===== src/rtl/dscfb_pkg.sv =====
package dscfb_pkg;

   localparam int NUM_VALUES = 5;
   localparam int IDX_W      = 4;

   localparam logic [7:0] HDR_BYTE = 8'hAA;
   localparam logic [7:0] TLM_DEST = 8'hFF;
   localparam logic [7:0] TLM_FUNC = 8'hF1;
   localparam logic [7:0] TLM_LEN  = 8'd8;
   localparam logic [7:0] SRV_DEST = 8'h30;
   localparam logic [7:0] SRV_LEN  = 8'd10;

   // byte positions inside a frame
   localparam logic [IDX_W-1:0] POS_HDR  = 4'd0;
   localparam logic [IDX_W-1:0] POS_DEST = 4'd1;
   localparam logic [IDX_W-1:0] POS_FUNC = 4'd2;
   localparam logic [IDX_W-1:0] POS_LEN  = 4'd3;
   localparam logic [IDX_W-1:0] POS_DATA = 4'd4;
   localparam logic [IDX_W-1:0] TLM_SUM_POS = 4'd12;
   localparam logic [IDX_W-1:0] TLM_ACC_POS = 4'd13;
   localparam logic [IDX_W-1:0] SRV_SUM_POS = 4'd14;
   localparam logic [IDX_W-1:0] SRV_ACC_POS = 4'd15;

   typedef struct packed {
      logic                        servo;
      logic [7:0]                  func;
      logic [NUM_VALUES-1:0][15:0] values;
   } job_type;

   typedef struct packed {
      logic full;
      logic empty;
   } q_status_type;

endpackage


===== src/rtl/dscfb_front.sv =====
module dscfb_front (
   input  logic                 push,
   input  logic                 req_type,
   input  logic [7:0]           req_func_code,
   input  logic [15:0]          req_value_0,
   input  logic [15:0]          req_value_1,
   input  logic [15:0]          req_value_2,
   input  logic [15:0]          req_value_3,
   input  logic [15:0]          req_value_4,
   input  dscfb_pkg::q_status_type q_status,
   output logic                 full,
   output logic                 q_wr,
   output dscfb_pkg::job_type   q_wdata
);
   import dscfb_pkg::*;

   assign full = q_status.full;
   assign q_wr = push && !q_status.full;

   // telemetry frames carry a fixed function code and only four values
   always_comb begin
      q_wdata.servo     = req_type;
      q_wdata.func      = req_type ? req_func_code : TLM_FUNC;
      q_wdata.values[0] = req_value_0;
      q_wdata.values[1] = req_value_1;
      q_wdata.values[2] = req_value_2;
      q_wdata.values[3] = req_value_3;
      q_wdata.values[4] = req_type ? req_value_4 : 16'h0000;
   end

endmodule


===== src/rtl/dscfb_queue.sv =====
module dscfb_queue #(
   parameter int DEPTH = 2
) (
   input  logic                   clock,
   input  logic                   reset,
   input  logic                   wr,
   input  dscfb_pkg::job_type     wdata,
   input  logic                   rd,
   output dscfb_pkg::job_type     rdata,
   output dscfb_pkg::q_status_type status
);
   import dscfb_pkg::*;

   localparam int PTR_W = $clog2(DEPTH);
   localparam int CNT_W = $clog2(DEPTH + 1);

   job_type          mem_ff [DEPTH];
   logic [PTR_W-1:0] wr_ptr_ff, wr_ptr_in;
   logic [PTR_W-1:0] rd_ptr_ff, rd_ptr_in;
   logic [CNT_W-1:0] count_ff, count_in;
   logic             do_wr, do_rd;

   assign status.full  = (count_ff == CNT_W'(DEPTH));
   assign status.empty = (count_ff == '0);
   assign do_wr = wr && !status.full;
   assign do_rd = rd && !status.empty;
   assign rdata = mem_ff[rd_ptr_ff];

   always_comb begin
      wr_ptr_in = wr_ptr_ff;
      rd_ptr_in = rd_ptr_ff;
      count_in  = count_ff;
      if (do_wr) begin
         wr_ptr_in = (wr_ptr_ff == PTR_W'(DEPTH - 1)) ? '0 : wr_ptr_ff + 1'b1;
      end
      if (do_rd) begin
         rd_ptr_in = (rd_ptr_ff == PTR_W'(DEPTH - 1)) ? '0 : rd_ptr_ff + 1'b1;
      end
      if (do_wr && !do_rd) begin
         count_in = count_ff + 1'b1;
      end else if (do_rd && !do_wr) begin
         count_in = count_ff - 1'b1;
      end
   end

   always_ff @(posedge clock) begin
      if (reset) begin
         wr_ptr_ff <= '0;
         rd_ptr_ff <= '0;
         count_ff  <= '0;
      end else begin
         wr_ptr_ff <= wr_ptr_in;
         rd_ptr_ff <= rd_ptr_in;
         count_ff  <= count_in;
      end
   end

   always_ff @(posedge clock) begin
      if (do_wr) begin
         mem_ff[wr_ptr_ff] <= wdata;
      end
   end

endmodule


===== src/rtl/dscfb_back.sv =====
module dscfb_back (
   input  logic                   clock,
   input  logic                   reset,
   input  dscfb_pkg::job_type     head,
   input  dscfb_pkg::q_status_type q_status,
   output logic                   q_rd,
   input  logic                   pop,
   output logic                   empty,
   output logic [7:0]             rsp_frame_byte,
   output logic                   rsp_last_byte
);
   import dscfb_pkg::*;

   logic [IDX_W-1:0] idx_ff, idx_in;
   logic [7:0]       sum_ff, sum_in;
   logic [7:0]       acc_ff, acc_in;
   logic             out_valid_ff, out_valid_in;
   logic [7:0]       out_byte_ff;
   logic             out_last_ff;

   logic             advance;
   logic             is_sum, is_acc;
   logic [IDX_W-1:0] data_off;
   logic [15:0]      word;
   logic [7:0]       data_byte;
   logic [7:0]       next_byte;

   assign advance  = !q_status.empty && (!out_valid_ff || pop);
   assign is_sum   = idx_ff == (head.servo ? SRV_SUM_POS : TLM_SUM_POS);
   assign is_acc   = idx_ff == (head.servo ? SRV_ACC_POS : TLM_ACC_POS);
   assign data_off = idx_ff - POS_DATA;
   assign q_rd     = advance && is_acc;

   always_comb begin
      unique case (data_off[IDX_W-1:1])
         3'd0:    word = head.values[0];
         3'd1:    word = head.values[1];
         3'd2:    word = head.values[2];
         3'd3:    word = head.values[3];
         3'd4:    word = head.values[4];
         default: word = 16'h0000;
      endcase
   end

   always_comb begin
      unique case (idx_ff)
         POS_HDR:  data_byte = HDR_BYTE;
         POS_DEST: data_byte = head.servo ? SRV_DEST : TLM_DEST;
         POS_FUNC: data_byte = head.func;
         POS_LEN:  data_byte = head.servo ? SRV_LEN : TLM_LEN;
         default:  data_byte = data_off[0] ? word[15:8] : word[7:0];
      endcase
   end

   always_comb begin
      idx_in       = idx_ff;
      sum_in       = sum_ff;
      acc_in       = acc_ff;
      next_byte    = data_byte;
      out_valid_in = out_valid_ff && !pop;
      if (advance) begin
         out_valid_in = 1'b1;
         priority if (is_acc) begin
            next_byte = acc_ff;
            idx_in    = '0;
            sum_in    = '0;
            acc_in    = '0;
         end else if (is_sum) begin
            next_byte = sum_ff;
            idx_in    = idx_ff + 1'b1;
         end else begin
            idx_in = idx_ff + 1'b1;
            sum_in = sum_ff + data_byte;
            acc_in = acc_ff + sum_in;
         end
      end
   end

   always_ff @(posedge clock) begin
      if (reset) begin
         idx_ff       <= '0;
         sum_ff       <= '0;
         acc_ff       <= '0;
         out_valid_ff <= 1'b0;
      end else begin
         idx_ff       <= idx_in;
         sum_ff       <= sum_in;
         acc_ff       <= acc_in;
         out_valid_ff <= out_valid_in;
      end
   end

   always_ff @(posedge clock) begin
      if (advance) begin
         out_byte_ff <= next_byte;
         out_last_ff <= is_acc;
      end
   end

   assign empty          = !out_valid_ff;
   assign rsp_frame_byte = out_byte_ff;
   assign rsp_last_byte  = out_last_ff;

endmodule


===== src/rtl/dual_sum_check_frame_builder.sv =====
// Dual-check serial frame builder. Every request transaction becomes one frame that
// leaves on the rsp_ side one byte per transaction: header 0xAA, destination, function,
// length, the 16-bit values low byte first, then the sum check (8-bit sum of all bytes
// before it) and the add check (8-bit sum of the running sums); rsp_last_byte marks
// the add check. req_type 0 gives a 14-byte telemetry frame (dest 0xFF, func 0xF1,
// four values), req_type 1 a 16-byte servo frame (dest 0x30, func from
// req_func_code, five values). The byte serializer in the back end emits one byte
// per cycle while each byte is popped as it appears; a byte left unpopped stalls it.
// Requests land in a QUEUE_DEPTH-entry job queue, so full stays low while the
// serializer is busy until the queue fills. A taken request is first written into
// the job queue and its first byte is then registered onto the rsp_ ports, where it
// can be popped once empty is low; a stalled byte holds until popped.
module dual_sum_check_frame_builder #(
   parameter int QUEUE_DEPTH = 2   // 2 or more
) (
   input  logic        clock,
   input  logic        reset,
   input  logic        push,
   output logic        full,
   input  logic        req_type,
   input  logic [7:0]  req_func_code,
   input  logic [15:0] req_value_0,
   input  logic [15:0] req_value_1,
   input  logic [15:0] req_value_2,
   input  logic [15:0] req_value_3,
   input  logic [15:0] req_value_4,
   output logic        empty,
   input  logic        pop,
   output logic [7:0]  rsp_frame_byte,
   output logic        rsp_last_byte
);
   import dscfb_pkg::*;

   job_type      q_wdata;
   job_type      q_head;
   q_status_type q_status;
   logic         q_wr;
   logic         q_rd;

   // front: takes requests and turns them into frame jobs
   dscfb_front u_front (
      .push          (push),
      .req_type      (req_type),
      .req_func_code (req_func_code),
      .req_value_0   (req_value_0),
      .req_value_1   (req_value_1),
      .req_value_2   (req_value_2),
      .req_value_3   (req_value_3),
      .req_value_4   (req_value_4),
      .q_status      (q_status),
      .full          (full),
      .q_wr          (q_wr),
      .q_wdata       (q_wdata)
   );

   // job queue decouples request intake from the serializer
   dscfb_queue #(
      .DEPTH (QUEUE_DEPTH)
   ) u_queue (
      .clock  (clock),
      .reset  (reset),
      .wr     (q_wr),
      .wdata  (q_wdata),
      .rd     (q_rd),
      .rdata  (q_head),
      .status (q_status)
   );

   // back: walks the head job byte by byte, keeps both checks,
   // retires the job on the add check byte
   dscfb_back u_back (
      .clock          (clock),
      .reset          (reset),
      .head           (q_head),
      .q_status       (q_status),
      .q_rd           (q_rd),
      .pop            (pop),
      .empty          (empty),
      .rsp_frame_byte (rsp_frame_byte),
      .rsp_last_byte  (rsp_last_byte)
   );

endmodule


===== config.mk =====
export PLATFORM = sky130hd
export DESIGN_NAME = dual_sum_check_frame_builder
export DESIGN_NICKNAME = d
export VERILOG_FILES = /design/src/rtl/dscfb_pkg.sv /design/src/rtl/dscfb_front.sv /design/src/rtl/dscfb_queue.sv /design/src/rtl/dscfb_back.sv /design/src/rtl/dual_sum_check_frame_builder.sv
export SDC_FILE = /design/constraint.sdc
export NUM_CORES = 1
export LEC_CHECK = 0
export BUFFER_PORTS_ARGS = -buffer_cell sky130_fd_sc_hd__buf_2
export CORE_MARGIN = 8
export CORE_UTILIZATION = 31
export DETAILED_ROUTE_END_ITERATION = 7
export REMOVE_ABC_BUFFERS = 1
export SLEW_MARGIN = 40
export SYNTH_ARGS = -nofsm -noshare
export SYNTH_HDL_FRONTEND = slang
export SYNTH_SLANG_ARGS = --single-unit

===== constraint.sdc =====
create_clock -name clock -period 11.4 [get_ports clock]
set_input_delay 2.28 -clock clock [delete_from_list [all_inputs] [get_ports clock]]
set_output_delay 2.28 -clock clock [all_outputs]
set_load 0.02 [all_outputs]

==> results of run 1 <==
## worst min-delay path, cell delays in order, from the launching register on
cell,delay [ps]
dfxtp_1,330
nand2_1,60
a21oi_1,50
## registers in the layout (all words and copies together), names as in the netlist, named ones only
signal and flops:
u_back.sum_ff 8, u_queue.mem_ff 178, u_back.rsp_last_byte 1, u_back.idx_ff 4, u_back.out_valid_ff 1, u_back.rsp_frame_byte 8, u_queue.count_ff 2, u_queue.wr_ptr_ff 1
u_back.acc_ff 8, u_queue.rd_ptr_ff 1
## kinds of logic (layout without fill, tap and decap cells)
family | count (synthesis) | after routing
XOR/XNOR | 15 | 15
AND/OR/NAND/NOR | 133 | 133
AO/OA/AOI/OAI | 120 | 120
buffers and inverters | 51 | 170
flip-flops | 213 | 213
adder cells (fa/ha/maj) | 23 | 23
multiplexers | 91 | 91
## power groups by stage
| stage | combinational (mW) | clock [mW] | sequential (mW) |
|---|---|---|---|
| 2_1_floorplan | 0.338 | 0 | 1.03 |
| 3_3_place_gp | 0.487 | 0 | 1.02 |
| 3_5_place_dp | 0.490 | 0 | 1.02 |
| 4_1_cts | 0.494 | 0.725 | 1.00 |
| 5_1_grt | 0.553 | 0.755 | 1.01 |
| 6_report | 0.489 | 0.704 | 1.00 |
## metal layers
metal,track usage (%),up-vias,routed length [µm]
met4,2.41,0,316
met5,0,-,0
li1,-,2661,-
met2,18.2,120,9540
met1,15.6,2628,9680
met3,2.27,24,1050
## how the worst max path moves through the flow
| stage | startpoint | end | slack (ps) |
|---|---|---|---|
| global route | u_back.idx_ff[2]$_SDFFE_PP0P_ | u_back.acc_ff[7]$_SDFFE_PP0P_ | 5230 |
| floorplan | flop | u_back.acc_ff[7]$_SDFFE_PP0P_ | 4780 |
| finish | u_back.idx_ff[2]$_SDFFE_PP0P_ | u_back.acc_ff[7]$_SDFFE_PP0P_ | 5770 |
| CTS | u_back.idx_ff[2]$_SDFFE_PP0P_ | u_back.acc_ff[7]$_SDFFE_PP0P_ | 5800 |
| global placement | u_back.idx_ff[2]$_SDFFE_PP0P_ | u_back.acc_ff[7]$_SDFFE_PP0P_ | 6160 |
| detailed placement | u_back.idx_ff[2]$_SDFFE_PP0P_ | u_back.acc_ff[7]$_SDFFE_PP0P_ | 5870 |
## area by class of cell
class	count	area, µm²
fillers	2853	18600
flip-flops and latches	213	6140
multi-input cells	382	2890
clock buffers	31	616
repair buffers	110	584
well taps	390	488
clock inverters	8	93.8
inverters	21	78.8
## cells in the final DEF (no fill, tap or decap), types with 4 or more instances in the layout
cell type | netlist | layout
edfxtp_1 | 187 | 187
buf_2 | 12 | 103
mux2i_1 | 81 | 81
nor2_1 | 41 | 40
nand2_1 | 26 | 26
o22ai_1 | 26 | 26
o21ai_0 | 25 | 25
dfxtp_1 | 26 | 25
a21oi_1 | 24 | 24
clkbuf_16 | 0 | 23
inv_1 | 21 | 21
ha_1 | 21 | 21
and2_1 | 20 | 20
nand2b_1 | 11 | 11
xnor2_1 | 10 | 10
a22oi_1 | 10 | 10
nor3_1 | 8 | 8
a211oi_1 | 7 | 7
clkbuf_1 | 15 | 7
mux4_2 | 6 | 6
o21a_1 | 5 | 5
nor2b_1 | 5 | 5
buf_4 | 1 | 5
nand3b_1 | 4 | 4
nand3_1 | 4 | 4
or3_1 | 4 | 4
mux2_2 | 4 | 4
xor2_1 | 4 | 4
## stage by stage
step                cells  setup WS [ps]  cell area (µm²)
floorplan             616           4780             9080
global placement     1115           6160            10100
detailed placement   1115           5870            10200
CTS                  1154           5800            10900
global route         1155           5230            10900
finish               1155           5770            10900
==> flow_summary.toml, run 1 <==
[cts]
clk_pin_slew_ps = 60
clk_latency_ps = 500
htree_num_levels = 1
ctsResizeCount = 0
cts_root_buf = "clkbuf_16"
ctsHoldBuffers = 0
tritoncts = "done"
cts_sinks = 213
cts_setup_buffers = 0
cts_buffers = 23
clockBufferDepth = 3

[critical_path]
rrSetupSlack_ps = 5770
cp_cell_sequence = "inv_1 > ha_1 > nand3b_1 > o22ai_1 > a211oi_1 > a21oi_1 > a21o_1 > ha_1 > inv_1 > fa_1 > nor2b_1 > o21ai_0 > a21boi_0 > o21ai_0 > a21boi_0 > nor2_1 > ha_1 > a2111oi_0 > nor3_1 > xnor2_1 > o31ai_2"
max_stage_delay_ps = 670
r2r-start = "u_back.idx_ff[2]$_SDFFE_PP0P_"
start_kind = "flop"
crit_family = "compound AO/OA/AOI/OAI gates"
crit_fanout = 17
worstSetupPathDepth = 21
end_kind = "flop"
path_buf_inv = 2
cp_slowest_cell = "dfxtp_1"
r2r_cells = 21
r2r-end = "u_back.acc_ff[7]$_SDFFE_PP0P_"
critPathArrivalTime_ps = 5990
critPathRequiredTime_ps = 11760
crit_type = "flop to flop"
cpMostUsedCell = "ha_1"

[yosys]
netlist.area_leader.share_pct = 60.9
synth-compound-area-share_pct = 8.34
synth_adder_area_share_pct = 3.29
yosys_warnings = 0
synth_xor_area_share_pct = 1.57
synth-seq-cells = 213
postSynthAreaPerCell_um2 = 14.3
synthArstFlopShare_pct = 0
synth.most_common_cell = "edfxtp_1"
synth_simple_gate_area_share_pct = 7.20
synth-seq-area-share_pct = 66.6
synth_top_cell_by_area = "edfxtp_1"
synthTopCellsByArea = "edfxtp_1 (61%), mux2i_1 (8.8%), dfxtp_1 (5.6%)"
synth_commonest_cells = "edfxtp_1 (187), mux2i_1 (81), nor2_1 (41)"
ys.flop_type = "edfxtp_1"
synthCells = 646
synth_edf_count = 187
synth_top_family_by_area = "multiplexers"
synthMuxAreaShare_pct = 10.8
synth_cell_type_count = 52
netlist_area_um2 = 9220

[floorplanning]
fp-row-count = 63
io_pins = 104
die_area_um2 = 35500
fp.coreArea_um2 = 29500
start_util_pct = 31.3
die_h_um = 188
die_x_um = 188

[timing]
finalHoldViolations = 0
post-route-min-period_ps = 5630
tightest_slew_ps = 737
slew_violations = 0
whs_ps = 484
setup_viol = 0
rsz0062_at_grt = "no"
slew_headroom_pct = 50.9
fin_skew_ps = 17.1
tns_ps = 0
fmax_mhz = 178
finalCritPeriodShare_pct = 49.4

[worst_hold_path]
hold_class = "flop to flop"
hold_path_end = "u_back.acc_ff[6]$_SDFFE_PP0P_"
hold_depth = 2
hold_start = "u_back.acc_ff[6]$_SDFFE_PP0P_"

[routing]
drc = 0
routed_via_density = 4.70
postRouteAntennaNets = 0
drt_wl_total_um = 20600
drt_pass1_iterations = 5
vias = 5433
drtIter0Drc = 354
wl_per_cell_um = 17.8

[power]
seqPwrFrac_pct = 45.6
p_leak_nw = 3.72
p_sw_mw = 0.609
power.density_nw_per_um2 = 202
swShare_pct = 27.8
clock_power_share_pct = 32.1
power_frac_comb_pct = 22.3
p_int_mw = 1.59
total_power_mw = 2.19
ir_drop_v = 0.000122

[final_layout]
fin_nets = 867
num_antenna_cells = 0
drive_gt1_share_pct = 20.5
final_core_util_pct = 36.9
area_delta_synth_final_pct = 18.1

[flow_run]
maxCapViolCount = 0

[grt]
antenna_found_initial = 0
grt-ovfl-total = 0
grt_max_degree = 76
track_usage_pct = 11.3
grt_first_pass_wirelength_um = 32200
grt_pass1_vias = 5599

[outcome]
outcome = "complete, no violations"

[place]
hpwl_um = 14300
routabilityCongestion = 0.815
port_buffers = 103
Note: power is estimated with default switching activity, not from simulation.
==> inputs of run 2 (changes only) <==
- clock period: 11.4 -> 4.8 ns (I/O delays scaled with it)
==> flow_summary.toml, run 2 (synthesized netlist as in run 1, its figures left out) <==
[final_layout]
num_antenna_cells = 0
largest_reg_flops = 178
drive_gt1_share_pct = 23.9
final_core_util_pct = 37.8
fin_nets = 897
final_common_cell = "edfxtp_1"
regMostFlops = "u_queue.mem_ff"
area_delta_synth_final_pct = 21.0
final_cell_mix = "edfxtp_1 (187), buf_2 (103), mux2i_1 (81)"

[floorplanning]
die_h_um = 188
die_x_um = 188
fp.coreArea_um2 = 29500
die_area_um2 = 35500
start_util_pct = 31.3
io_pins = 104
fp-row-count = 63

[cts]
clk_pin_slew_ps = 60
cts_buffers = 23
clockBufferDepth = 3
htree_num_levels = 1
ctsHoldBuffers = 0
cts_root_buf = "clkbuf_16"
clk_latency_ps = 510
tritoncts = "done"
cts_sinks = 213

[critical_path]
end_kind = "flop"
crit_type = "flop to flop"
r2r_cells = 22
start_kind = "flop"
crit_start = "u_back.idx_ff[3]$_SDFFE_PP0P_"
critPathArrivalTime_ps = 4770
r2r-start = "u_back.idx_ff[3]$_SDFFE_PP0P_"
critPathRequiredTime_ps = 5170
crit_fanout = 9

[grt]
grt_first_pass_wirelength_um = 32900
grt_pass1_vias = 5693
grt-ovfl-total = 0
antenna_found_initial = 0
grt_max_degree = 37
track_usage_pct = 11.8

[routing]
drtIter0Drc = 308
postRouteAntennaNets = 0
vias = 5552
drc = 0
drt_wl_total_um = 21400
wl_per_cell_um = 18.0
routed_via_density = 4.67
drt_pass1_iterations = 4

[timing]
tightest_slew_ps = 689
fmax_mhz = 228
slew_violations = 0
finalHoldViolations = 0
rsz0062_at_grt = "no"
worst_slack_ps = 405
finalCritPeriodShare_pct = 91.6
setup_viol = 0
post-route-min-period_ps = 4400
slew_headroom_pct = 54.0
fin_skew_ps = 11.8

[place]
hpwl_um = 15500
dp_slack_ps = 220
port_buffers = 103
routabilityCongestion = 0.786

[worst_hold_path]
hold_depth = 2
hold_start = "u_back.acc_ff[6]$_SDFFE_PP0P_"
hold_class = "flop to flop"

[power]
ir_drop_v = 0.000222
power.density_nw_per_um2 = 470
p_leak_nw = 3.88

[flow_run]
maxCapViolCount = 0

[outcome]
outcome = "complete, no violations"
[run 2: cell count changes in the layout (fill, tap and decap cells not counted), moves of 2 or more]
cell and change:
buf_4 +28, a21boi_0 -2, a21boi_1 +2, clkbuf_1 +2
[run 2: final timing paths]
kind,slack [ps],endpoint
worst max-delay path,400,u_back.acc_ff[7]$_SDFFE_PP0P_
worst min-delay path,490,u_back.acc_ff[6]$_SDFFE_PP0P_
worst max register to register,400,u_back.acc_ff[7]$_SDFFE_PP0P_
worst min register to register,490,u_back.acc_ff[6]$_SDFFE_PP0P_
[run 2: critical path, stage by stage (launching register included)]
cell and delay [ps]:
dfxtp_1 360, inv_1 60, ha_2 420, buf_4 170
mux4_2 280, nand2_1 70, o21ai_0 70, a21oi_1 160
a211oi_1 100, a211oi_1 240, buf_4 170, inv_1 40
ha_1 260, a21oi_1 190, o21ai_0 190, nor2b_1 220
ha_1 290, inv_1 60, o21ai_0 130, a2111oi_2 400
nor3_1 120, xnor2_1 200, o31ai_2 70
[run 2: layout make-up]
cell class | count | area [µm²]
fillers | 2849 | 18300
clock buffers | 33 | 623
repair buffers | 140 | 846
well taps | 390 | 488
clock inverters | 9 | 76.3
flip-flops and latches | 213 | 6140
multi-input cells | 382 | 2900
inverters | 21 | 78.8
[run 2: what timing repair did]
item                                    4_1_cts  5_1_grt
endpoints found under the setup margin        0        2
buffers inserted                              0        9
hold endpoints to repair                      0        0
gates resized for setup                       0        7
[run 2: stage by stage]
| stage | total power [mW] | area (µm²) | hold slack, ps | TNS [ps] | cells |
|---|---|---|---|---|---|
| global route | 5.53 | 11200 | 517 | 0 | 1188 |
| finish | 5.24 | 11200 | 494 | 0 | 1188 |
| CTS | 5.27 | 11100 | 489 | 0 | 1179 |
| detailed placement | 3.62 | 10400 | 482 | 0 | 1137 |
| floorplan | 3.25 | 9080 | 443 | -60700 | 616 |
| global placement | 3.60 | 10300 | 477 | 0 | 1135 |
[run 2: layer usage]
metal / GRT usage (%) / up-vias / share of wire, %
met5: 0 / - / 0
met4: 2.92 / 0 / 1.7
met3: 2.22 / 32 / 4.2
met2: 19.6 / 127 / 48
met1: 15.6 / 2678 / 46
li1: - / 2715 / -
[run 2: power by group]
part	leakage (nW)	switching (mW)	internal (mW)
Sequential	1.96	0.0957	2.28
Clock	0.335	0.683	0.958
Combinational	1.59	0.704	0.523
Total	3.88	1.48	3.76
